**config.mk**
```make
export PLATFORM = sky130hd
export DESIGN_NAME = root_stack_mark_sweep_collector
export DESIGN_NICKNAME = d
export VERILOG_FILES = /design/src/hw/rtl/rsmc_pkg.sv /design/src/hw/rtl/root_stack_mark_sweep_collector.sv
export VERILOG_INCLUDE_DIRS = /design/src /design/src/hw/rtl
export SDC_FILE = /design/constraint.sdc
export NUM_CORES = 2
export LEC_CHECK = 0
export BUFFER_PORTS_ARGS = -buffer_cell sky130_fd_sc_hd__buf_2
export CAP_MARGIN = 40
export CORE_MARGIN = 3
export CORE_UTILIZATION = 40
export CTS_CLUSTER_DIAMETER = 120
export CTS_CLUSTER_SIZE = 14
export DETAILED_ROUTE_END_ITERATION = 10
export GPL_ROUTABILITY_DRIVEN = 0
export PLACE_DENSITY_LB_ADDON = 0.12
export SKIP_CTS_REPAIR_TIMING = 1
export SYNTH_ARGS = -nofsm -noshare
export SYNTH_HDL_FRONTEND = slang
export SYNTH_SLANG_ARGS = --single-unit
export TNS_END_PERCENT = 1
```
**constraint.sdc**
```tcl
create_clock -name i_clk -period 8.8 [get_ports i_clk]
set_input_delay 0.44 -clock i_clk [delete_from_list [all_inputs] [get_ports i_clk]]
set_output_delay 0.44 -clock i_clk [all_outputs]
set_load 0.01 [all_outputs]
```
**src/hw/rtl/root_stack_mark_sweep_collector_defines.svh**
```systemverilog
`ifndef ROOT_STACK_MARK_SWEEP_COLLECTOR_DEFINES_SVH
`define ROOT_STACK_MARK_SWEEP_COLLECTOR_DEFINES_SVH

// property that must hold at every clock edge out of reset
`define RSMC_ASSERT(lbl, prop, msg) \
    lbl: assert property (@(posedge i_clk) disable iff (!i_rst_n) (prop)) else $error(msg);

// consequence must hold in the cycle after the antecedent
`define RSMC_ASSERT_NEXT(lbl, ante, cons, msg) \
    lbl: assert property (@(posedge i_clk) disable iff (!i_rst_n) (ante) |=> (cons)) \
        else $error(msg);

`endif

```
**src/hw/rtl/rsmc_pkg.sv**
```systemverilog
package rsmc_pkg;

    // table and stack geometry
    localparam int SLOTS        = 32;
    localparam int STACK_DEPTH  = 16;
    localparam int PAYLOAD_BITS = 32;

    // fixed field widths
    localparam int PAYLOAD_W = 32;
    localparam int COUNT_W   = 6;
    localparam int THR_W     = 6;
    localparam int CODE_W    = 3;
    localparam int KIND_W    = 2;

    // derived widths
    localparam int STORE_BITS = (PAYLOAD_BITS < PAYLOAD_W) ? PAYLOAD_BITS : PAYLOAD_W;
    localparam int SLOT_W     = $clog2(SLOTS);
    localparam int LIVE_W     = $clog2(SLOTS + 1);
    localparam int SP_W       = $clog2(STACK_DEPTH + 1);
    localparam int SIDX_W     = (STACK_DEPTH > 1) ? $clog2(STACK_DEPTH) : 1;

    // configuration port
    localparam int APB_ADDR_W = 3;
    localparam int APB_DATA_W = 32;
    localparam logic [0:0] REG_INIT_THR = 1'b0;
    localparam logic [THR_W-1:0] THR_RESET = THR_W'(8);

    typedef enum logic [KIND_W-1:0] {
        K_PUSH    = 2'd0,
        K_POP     = 2'd1,
        K_COLLECT = 2'd2,
        K_RELEASE = 2'd3
    } t_kind;

    typedef enum logic [CODE_W-1:0] {
        RC_PUSHED = 3'd0,
        RC_POPPED = 3'd1,
        RC_FREED  = 3'd2,
        RC_DONE   = 3'd3,
        RC_ERROR  = 3'd4
    } t_code;

    typedef struct packed {
        t_kind                kind;
        logic [PAYLOAD_W-1:0] payload;
    } t_in_item;

    typedef struct packed {
        t_code                result_code;
        logic [PAYLOAD_W-1:0] payload_res;
        logic [COUNT_W-1:0]   live_count;
        logic                 last;
    } t_out_item;

endpackage

```
**src/hw/rtl/root_stack_mark_sweep_collector.sv**
```systemverilog
// channel  | direction | handshake                   | item
// ---------+-----------+-----------------------------+---------------------------------
// in       | input     | i_in_valid / o_in_stall     | rsmc_pkg::t_in_item  (kind, payload)
// out      | output    | o_out_valid / i_out_stall   | rsmc_pkg::t_out_item (code, payload,
//          |           |                             |   live count, last)
// apb      | input     | psel / penable / pready     | initial_threshold at byte address 0
//
// One item at a time; slot payloads and root stack sit in synchronous-read memories.
// Push: an allocation step; pop: stack read, then payload read. A collection marks from
// the stack entries, sweeps every slot with a free step per freed item, then finishes;
// a push that triggers a collection runs it before its allocation step.
// Reset is synchronous and clears the live and mark bits, the stack pointer and counts;
// no clearing pass is needed. An output stall holds the sequencer at its next result.
`include "root_stack_mark_sweep_collector_defines.svh"

module root_stack_mark_sweep_collector (
    input  logic                                i_clk,
    input  logic                                i_rst_n,
    // item input
    input  logic                                i_in_valid,
    output logic                                o_in_stall,
    input  rsmc_pkg::t_in_item                  i_in_data,
    // result output
    output logic                                o_out_valid,
    input  logic                                i_out_stall,
    output rsmc_pkg::t_out_item                 o_out_data,
    // configuration
    input  logic                                psel,
    input  logic                                penable,
    input  logic                                pwrite,
    input  logic [rsmc_pkg::APB_ADDR_W-1:0]     paddr,
    input  logic [rsmc_pkg::APB_DATA_W-1:0]     pwdata,
    output logic [rsmc_pkg::APB_DATA_W-1:0]     prdata,
    output logic                                pready
);

    localparam int SLOTS       = rsmc_pkg::SLOTS;
    localparam int STACK_DEPTH = rsmc_pkg::STACK_DEPTH;
    localparam int STORE_BITS  = rsmc_pkg::STORE_BITS;
    localparam int SLOT_W      = rsmc_pkg::SLOT_W;
    localparam int LIVE_W      = rsmc_pkg::LIVE_W;
    localparam int SP_W        = rsmc_pkg::SP_W;
    localparam int SIDX_W      = rsmc_pkg::SIDX_W;
    localparam int COUNT_W     = rsmc_pkg::COUNT_W;
    localparam int THR_W       = rsmc_pkg::THR_W;
    localparam int PAYLOAD_W   = rsmc_pkg::PAYLOAD_W;
    localparam int APB_DATA_W  = rsmc_pkg::APB_DATA_W;

    typedef enum logic [8:0] {
        S_IDLE     = 9'b000000001,
        S_ERR      = 9'b000000010,
        S_MARK     = 9'b000000100,
        S_SWEEP    = 9'b000001000,
        S_FREE     = 9'b000010000,
        S_DONE     = 9'b000100000,
        S_ALLOC    = 9'b001000000,
        S_POP_SLOT = 9'b010000000,
        S_POP_OUT  = 9'b100000000
    } t_state;

    // control state
    t_state                  r_state;
    logic                    r_out_valid;
    rsmc_pkg::t_out_item     r_out;
    logic [SLOTS-1:0]        r_live;
    logic [SLOTS-1:0]        r_mark;
    logic [SP_W-1:0]         r_sp;
    logic [LIVE_W-1:0]       r_live_total;
    logic [THR_W-1:0]        r_init_thr;
    logic [THR_W-1:0]        r_thr;
    logic                    r_push;
    logic [SP_W-1:0]         r_midx;
    logic                    r_mpend;
    logic [SLOT_W-1:0]       r_sidx;
    logic                    r_pop_live;
    logic [STORE_BITS-1:0]   r_pay;

    // memories
    logic [STORE_BITS-1:0]   r_pmem [SLOTS];
    logic [SLOT_W-1:0]       r_smem [STACK_DEPTH];
    logic [STORE_BITS-1:0]   r_pm_rdata;
    logic [SLOT_W-1:0]       r_sm_rdata;

    logic                    pm_we;
    logic                    pm_re;
    logic [SLOT_W-1:0]       pm_raddr;
    logic                    sm_we;
    logic                    sm_re;
    logic [SIDX_W-1:0]       sm_raddr;

    logic                    out_free;
    logic                    in_acc;
    logic                    cfg_wr;
    logic [SLOTS-1:0]        lowest_free;
    logic                    have_free;
    logic [SLOT_W-1:0]       free_idx;
    logic                    sweep_hit;
    logic                    sweep_end;
    logic                    pop_ok;
    logic [SP_W-1:0]         sp_dec;
    logic [LIVE_W+1:0]       live_x3;
    logic [THR_W-1:0]        thr_next;
    logic [COUNT_W-1:0]      live_cnt;
    logic                    out_load;
    logic                    out_load_last;

    // one-hot to index
    function automatic logic [SLOT_W-1:0] enc_slot(input logic [SLOTS-1:0] oh);
        logic [SLOT_W-1:0] idx;
        idx = '0;
        for (int k = 0; k < SLOTS; k++) begin
            if (oh[k]) begin
                idx = idx | SLOT_W'(k);
            end
        end
        return idx;
    endfunction

    function automatic rsmc_pkg::t_out_item mk_out(input rsmc_pkg::t_code code,
                                                  input logic [PAYLOAD_W-1:0] pay,
                                                  input logic [COUNT_W-1:0] cnt,
                                                  input logic lst);
        rsmc_pkg::t_out_item o;
        o.result_code = code;
        o.payload_res = pay;
        o.live_count  = cnt;
        o.last        = lst;
        return o;
    endfunction

    // handshake and config decode
    assign out_free   = !r_out_valid || !i_out_stall;
    assign in_acc     = i_in_valid && (r_state == S_IDLE);
    assign o_in_stall = (r_state != S_IDLE);
    assign cfg_wr     = psel && penable && pwrite && (paddr[2:2] == rsmc_pkg::REG_INIT_THR);
    assign pready     = 1'b1;
    assign prdata     = (paddr[2:2] == rsmc_pkg::REG_INIT_THR) ? APB_DATA_W'(r_init_thr) : '0;

    // lowest free slot: lowest zero bit of the live vector
    assign lowest_free = ~r_live & (r_live + SLOTS'(1));
    assign have_free   = |lowest_free;
    assign free_idx    = enc_slot(lowest_free);

    assign sweep_hit = r_live[r_sidx] && !r_mark[r_sidx];
    assign sweep_end = (r_sidx == SLOT_W'(SLOTS - 1));
    assign pop_ok    = ({1'b0, r_sm_rdata} < (SLOT_W + 1)'(SLOTS)) && r_live[r_sm_rdata];
    assign sp_dec    = r_sp - SP_W'(1);
    assign live_cnt  = COUNT_W'(r_live_total);

    // threshold after a collection: live * 3 / 2
    assign live_x3  = (LIVE_W + 2)'({r_live_total, 1'b0}) + (LIVE_W + 2)'(r_live_total);
    assign thr_next = THR_W'(live_x3[LIVE_W+1:1]);

    // result register loads
    assign out_load = out_free && ((r_state == S_ERR) || (r_state == S_FREE)
                                   || (r_state == S_ALLOC) || (r_state == S_POP_OUT)
                                   || ((r_state == S_DONE) && !r_push));
    assign out_load_last = out_load && (r_state != S_FREE);

    // memory access control
    assign pm_we    = (r_state == S_ALLOC) && out_free && have_free;
    assign pm_re    = ((r_state == S_SWEEP) && sweep_hit) || (r_state == S_POP_SLOT);
    assign pm_raddr = (r_state == S_POP_SLOT) ? r_sm_rdata : r_sidx;
    assign sm_we    = pm_we;
    assign sm_re    = (in_acc && (i_in_data.kind == rsmc_pkg::K_POP) && (r_sp != '0))
                      || ((r_state == S_MARK) && (r_midx < r_sp));
    assign sm_raddr = (r_state == S_MARK) ? r_midx[SIDX_W-1:0] : sp_dec[SIDX_W-1:0];

    // slot payload memory
    always_ff @(posedge i_clk) begin
        if (pm_we) begin
            r_pmem[free_idx] <= r_pay;
        end
        if (pm_re) begin
            r_pm_rdata <= r_pmem[pm_raddr];
        end
    end

    // root stack memory
    always_ff @(posedge i_clk) begin
        if (sm_we) begin
            r_smem[r_sp[SIDX_W-1:0]] <= free_idx;
        end
        if (sm_re) begin
            r_sm_rdata <= r_smem[sm_raddr];
        end
    end

    // push payload holding register
    always_ff @(posedge i_clk) begin
        if (in_acc) begin
            r_pay <= i_in_data.payload[STORE_BITS-1:0];
        end
    end

    // result register payload
    always_ff @(posedge i_clk) begin
        if (out_load) begin
            case (r_state)
                S_FREE: begin
                    r_out <= mk_out(rsmc_pkg::RC_FREED, PAYLOAD_W'(r_pm_rdata),
                                    COUNT_W'(r_live_total - LIVE_W'(1)), 1'b0);
                end
                S_DONE: begin
                    r_out <= mk_out(rsmc_pkg::RC_DONE, '0, live_cnt, 1'b1);
                end
                S_ALLOC: begin
                    if (have_free) begin
                        r_out <= mk_out(rsmc_pkg::RC_PUSHED, '0,
                                        COUNT_W'(r_live_total + LIVE_W'(1)), 1'b1);
                    end else begin
                        r_out <= mk_out(rsmc_pkg::RC_ERROR, '0, live_cnt, 1'b1);
                    end
                end
                S_POP_OUT: begin
                    r_out <= mk_out(rsmc_pkg::RC_POPPED,
                                    r_pop_live ? PAYLOAD_W'(r_pm_rdata) : '0,
                                    live_cnt, 1'b1);
                end
                default: begin
                    r_out <= mk_out(rsmc_pkg::RC_ERROR, '0, live_cnt, 1'b1);
                end
            endcase
        end
    end

    // sequencer
    always_ff @(posedge i_clk) begin
        if (!i_rst_n) begin
            r_state      <= S_IDLE;
            r_out_valid  <= 1'b0;
            r_live       <= '0;
            r_mark       <= '0;
            r_sp         <= '0;
            r_live_total <= '0;
            r_init_thr   <= rsmc_pkg::THR_RESET;
            r_thr        <= rsmc_pkg::THR_RESET;
            r_push       <= 1'b0;
            r_midx       <= '0;
            r_mpend      <= 1'b0;
            r_sidx       <= '0;
            r_pop_live   <= 1'b0;
        end else begin
            // result register drains when taken
            if (out_load) begin
                r_out_valid <= 1'b1;
            end else if (!i_out_stall) begin
                r_out_valid <= 1'b0;
            end

            // threshold register write
            if (cfg_wr) begin
                r_init_thr <= pwdata[THR_W-1:0];
                r_thr      <= pwdata[THR_W-1:0];
            end

            case (r_state)
                S_IDLE: begin
                    if (in_acc) begin
                        r_midx  <= '0;
                        r_mpend <= 1'b0;
                        case (i_in_data.kind)
                            rsmc_pkg::K_PUSH: begin
                                r_push <= 1'b1;
                                if (r_sp >= SP_W'(STACK_DEPTH)) begin
                                    r_state <= S_ERR;
                                end else if (live_cnt == r_thr) begin
                                    r_state <= S_MARK;
                                end else begin
                                    r_state <= S_ALLOC;
                                end
                            end
                            rsmc_pkg::K_POP: begin
                                r_push <= 1'b0;
                                if (r_sp == '0) begin
                                    r_state <= S_ERR;
                                end else begin
                                    r_sp    <= sp_dec;
                                    r_state <= S_POP_SLOT;
                                end
                            end
                            rsmc_pkg::K_COLLECT: begin
                                r_push  <= 1'b0;
                                r_state <= S_MARK;
                            end
                            rsmc_pkg::K_RELEASE: begin
                                r_push  <= 1'b0;
                                r_sp    <= '0;
                                r_state <= S_MARK;
                            end
                            default: begin
                                r_state <= S_ERR;
                            end
                        endcase
                    end
                end

                S_ERR: begin
                    if (out_free) begin
                        r_state <= S_IDLE;
                    end
                end

                // mark: stream stack entries, mark each one in the cycle after its read
                S_MARK: begin
                    if (r_mpend && ({1'b0, r_sm_rdata} < (SLOT_W + 1)'(SLOTS))) begin
                        r_mark[r_sm_rdata] <= 1'b1;
                    end
                    if (r_midx < r_sp) begin
                        r_midx  <= r_midx + SP_W'(1);
                        r_mpend <= 1'b1;
                    end else begin
                        r_mpend <= 1'b0;
                        if (!r_mpend) begin
                            r_sidx  <= '0;
                            r_state <= S_SWEEP;
                        end
                    end
                end

                // sweep: one slot a cycle, but each slot to free waits in the free step, which reads its payload
                S_SWEEP: begin
                    if (sweep_hit) begin
                        r_state <= S_FREE;
                    end else if (sweep_end) begin
                        r_state <= S_DONE;
                    end else begin
                        r_sidx <= r_sidx + SLOT_W'(1);
                    end
                end

                S_FREE: begin
                    if (out_free) begin
                        r_live[r_sidx] <= 1'b0;
                        r_live_total   <= r_live_total - LIVE_W'(1);
                        if (sweep_end) begin
                            r_state <= S_DONE;
                        end else begin
                            r_sidx  <= r_sidx + SLOT_W'(1);
                            r_state <= S_SWEEP;
                        end
                    end
                end

                // end of collection: clear marks, new threshold
                S_DONE: begin
                    r_mark <= '0;
                    r_thr  <= thr_next;
                    if (r_push) begin
                        r_state <= S_ALLOC;
                    end else if (out_free) begin
                        r_state <= S_IDLE;
                    end
                end

                S_ALLOC: begin
                    if (out_free) begin
                        if (have_free) begin
                            r_live[free_idx] <= 1'b1;
                            r_live_total     <= r_live_total + LIVE_W'(1);
                            r_sp             <= r_sp + SP_W'(1);
                        end
                        r_state <= S_IDLE;
                    end
                end

                S_POP_SLOT: begin
                    r_pop_live <= pop_ok;
                    r_state    <= S_POP_OUT;
                end

                S_POP_OUT: begin
                    if (out_free) begin
                        r_state <= S_IDLE;
                    end
                end

                default: begin
                    r_state <= S_IDLE;
                end
            endcase
        end
    end

    assign o_out_valid = r_out_valid;
    assign o_out_data  = r_out;

    // checks
    `RSMC_ASSERT(a_live_total, r_live_total == LIVE_W'($countones(r_live)), "live count off")
    `RSMC_ASSERT(a_stack_bound, r_sp <= SP_W'(STACK_DEPTH), "stack pointer beyond depth")
    `RSMC_ASSERT(a_marks_clear_idle, (r_state != S_IDLE) || (r_mark == '0), "marks left set")
    `RSMC_ASSERT_NEXT(a_last_ends_item, out_load_last, r_state == S_IDLE, "last result not final")

endmodule

```
==> flow_metrics.env <==
export IMPL_outcome="finished clean"
export IMPL_power_leakage_nw=19.8
export IMPL_cpMostUsedCell="buf_4"
export IMPL_startpoint="r_live[0]$_SDFFE_PN0P_"
export IMPL_cp_slowest_stage_delay_ns=0.77
export IMPL_cp_required_ns=9.20
export IMPL_avgViaCountPerCell=5.67
export IMPL_coreArea_mm2=0.134
export IMPL_synth_warnings=0
export IMPL_synth_compound_area_share_pct=7.05
export IMPL_slew_violations=0
export IMPL_cp_end_kind="register"
export IMPL_max_freq_mhz=195
export IMPL_cts_root_buf="clkbuf_16"
export IMPL_synthAdderAreaFrac_pct=0.612
export IMPL_grt_pass1_vias=32000
export IMPL_grt_pass1_wl_mm=232
export IMPL_synth_top_family_by_area="simple AND/OR/NAND/NOR gates"
export IMPL_path_max_fanout=21
export IMPL_drive_gt1_share_pct=10.5
export IMPL_clock_sinks=1325
export IMPL_initial_core_util_pct=40.5
export IMPL_cts_tree="built"
export IMPL_place_inst=5778
export IMPL_ys_async_sr_fraction_pct=0
export IMPL_power_density_mw_per_mm2=215
export IMPL_synth_area_mux_share_pct=4.94
export IMPL_hold_ws_ns=0.0525
export IMPL_grt_start_max_net_pins=179
export IMPL_ys_types=86
export IMPL_grt_use_total_pct=22.5
export IMPL_num_vias=33800
export IMPL_r2r_start="r_live[0]$_SDFFE_PN0P_"
export IMPL_max_vdd_ir_drop_uv=174
export IMPL_die_w_um=375
export IMPL_fin_nets=4255
export IMPL_skew_ns=0.0532
export IMPL_rsz0062_at_grt="no"
export IMPL_setup_violations=0
export IMPL_dieHeight_um=375
export IMPL_cts_made_buffers=105
export IMPL_ys_top_cells_by_count="edfxtp_1 (1,215), nand2_1 (847), nand3_1 (298)"
export IMPL_synth_seq_cells=1325
export IMPL_synth_edff_count=1215
export IMPL_pin_count=153
export IMPL_relSlewSlack_pct=30.7
export IMPL_crit_chain="nand4_1, nor3_2, nand2_1, or4_1, a221oi_2, a21o_1, buf_4, nor2_4, buf_4"
export IMPL_area_growth_pct=12.2
export IMPL_synthCells=4060
export IMPL_tightestPinTransition_ns=1.04
export IMPL_synth_ff_type="edfxtp_1"
export IMPL_tns_ns=0
export IMPL_cpMaxStageDelayCell="a21o_1"
export IMPL_hp_start="i_in_data[17]"
export IMPL_min_period_over_period_pct=58.3
export IMPL_synth_most_common_cell="edfxtp_1"
export IMPL_start_kind="register"
export IMPL_path_delay_family="simple AND/OR/NAND/NOR gates"
export IMPL_drt_pass1_iter_count=6
export IMPL_worstSkewPairLatency_ns=0.75
export IMPL_yosys_area_share_xor_xnor_pct=0.338
export IMPL_rows=134
export IMPL_cts_max_level=3
export IMPL_postSynthAreaPerCell_um2=13.4
export IMPL_hold_viol=0
export IMPL_synth_top_area_share_pct=67.1
export IMPL_synth_top_cell_by_area="edfxtp_1"
export IMPL_nFillCells=11900
export IMPL_routedWlPerCell_um=27.1
export IMPL_clockBufferDepth=3
export IMPL_post_dp_hpwl_mm=86.3
export IMPL_hold_path_class="in -> reg"
export IMPL_crit_type="reg -> reg"
export IMPL_ant_nets=0
export IMPL_clk_pin_slew_ns=0.08
export IMPL_drc=0
export IMPL_grt_overflow=0
export IMPL_synth_seq_area_share_pct=71.2
export IMPL_cap_violations=0
export IMPL_finalCoreUtilization_pct=45.5
export IMPL_io_buffer_count=97
export IMPL_arrival_ns=5.53
export IMPL_period_minus_slack_ns=5.13
export IMPL_drt_initial_drc_count=3237
export IMPL_routed_wl_mm=161
export IMPL_worst_r2r_setup_slack_ns=3.67
export IMPL_synth_simple_gate_area_share_pct=13.2
export IMPL_final_cells=5958
export IMPL_antenna_found_initial=3
export IMPL_syn_area_mm2=0.0543
export IMPL_synthTopCellsByArea="edfxtp_1 (67%), nand2_1 (5.9%), mux2i_1 (4.1%)"
export IMPL_path_buf_inv=2
export IMPL_design_die_area_mm2=0.140
state kept, by name, indices dropped and copies added (netlist names):
register / flops
live_cnt: 6
o_out_data: 42
o_out_valid: 1
r_init_thr: 6
r_live: 32
r_mark: 32
r_midx: 5
r_mpend: 1
r_pay: 32
r_pm_rdata: 32
r_pmem: 1024
r_pop_live: 1
r_push: 1
r_sidx: 5
r_sm_rdata: 5
r_smem: 80
r_sp: 5
r_state: 9
r_thr: 6
final cells by class:
class | count | area [um2] | area share (%)
clock inverter | 10 | 203 | 0.332
multi-input combinational | 2426 | 14600 | 24.0
clock buffer | 133 | 2750 | 4.51
sequential | 1325 | 38700 | 63.4
inverter | 35 | 131 | 0.215
timing repair buffer | 260 | 2360 | 3.87
antenna | 1 | 2.50 | 0.00410
tap | 1768 | 2210 | 3.63
cell usage in the layout, fill, tap and decap left out, types with 27 or more instances in the layout:
| cell | instances |
|---|---|
| a21oi_1 | 84 |
| a31oi_1 | 141 |
| a32oi_1 | 130 |
| and2_1 | 40 |
| and3_1 | 27 |
| buf_2 | 103 |
| buf_4 | 82 |
| clkbuf_1 | 27 |
| clkbuf_16 | 106 |
| conb_1 | 27 |
| dfxtp_1 | 110 |
| dlygate4sd3_1 | 35 |
| edfxtp_1 | 1215 |
| inv_1 | 32 |
| mux2i_1 | 220 |
| nand2_1 | 845 |
| nand3_1 | 298 |
| nor2_1 | 91 |
| nor3_1 | 34 |
| nor4_1 | 43 |
| o21ai_0 | 44 |
power breakdown:
group | switching (mW) | internal (mW)
sequential | 0.219 | 7.23
clock | 2.19 | 2.22
combinational | 0.795 | 0.465
final timing paths:
check                               end  depth (start not counted)
max reg2reg     r_pmem[19][8]$_DFFE_PP_                          9
min                 r_pay[17]$_DFFE_PP_                          1
max             r_pmem[19][8]$_DFFE_PP_                          9
min reg2reg  r_init_thr[2]$_SDFFE_PN0P_                          2
through the flow:
step / cell area [um2] / worst slack (ns) / power, mW
2_1_floorplan: 54400 / 2.76 / 8.26
3_3_place_gp: 56900 / 3.72 / 8.72
3_5_place_dp: 57700 / 3.82 / 8.83
4_1_cts: 60600 / 3.80 / 13.2
5_1_grt: 61000 / 3.49 / 13.6
6_report: 61000 / 3.67 / 13.1
kinds of logic after synthesis:
group	Yosys count
compound gates	545
xor+xnor	21
other cells	2
simple gates	1561
fa+ha+maj	26
mux	246
flops	1325
buf+inv	334
layer usage:
| layer | GRT usage, % | vias to the layer above | share of wire [%] |
|---|---|---|---|
| met5 | 0 | - | 0 |
| met3 | 2.70 | 212 | 4.8 |
| met1 | 30.9 | 17100 | 43 |
| met2 | 38.0 | 1026 | 49 |
| li1 | - | 15400 | - |
| met4 | 5.83 | 0 | 2.7 |
No activity file was read; power rests on OpenSTA's default activity.
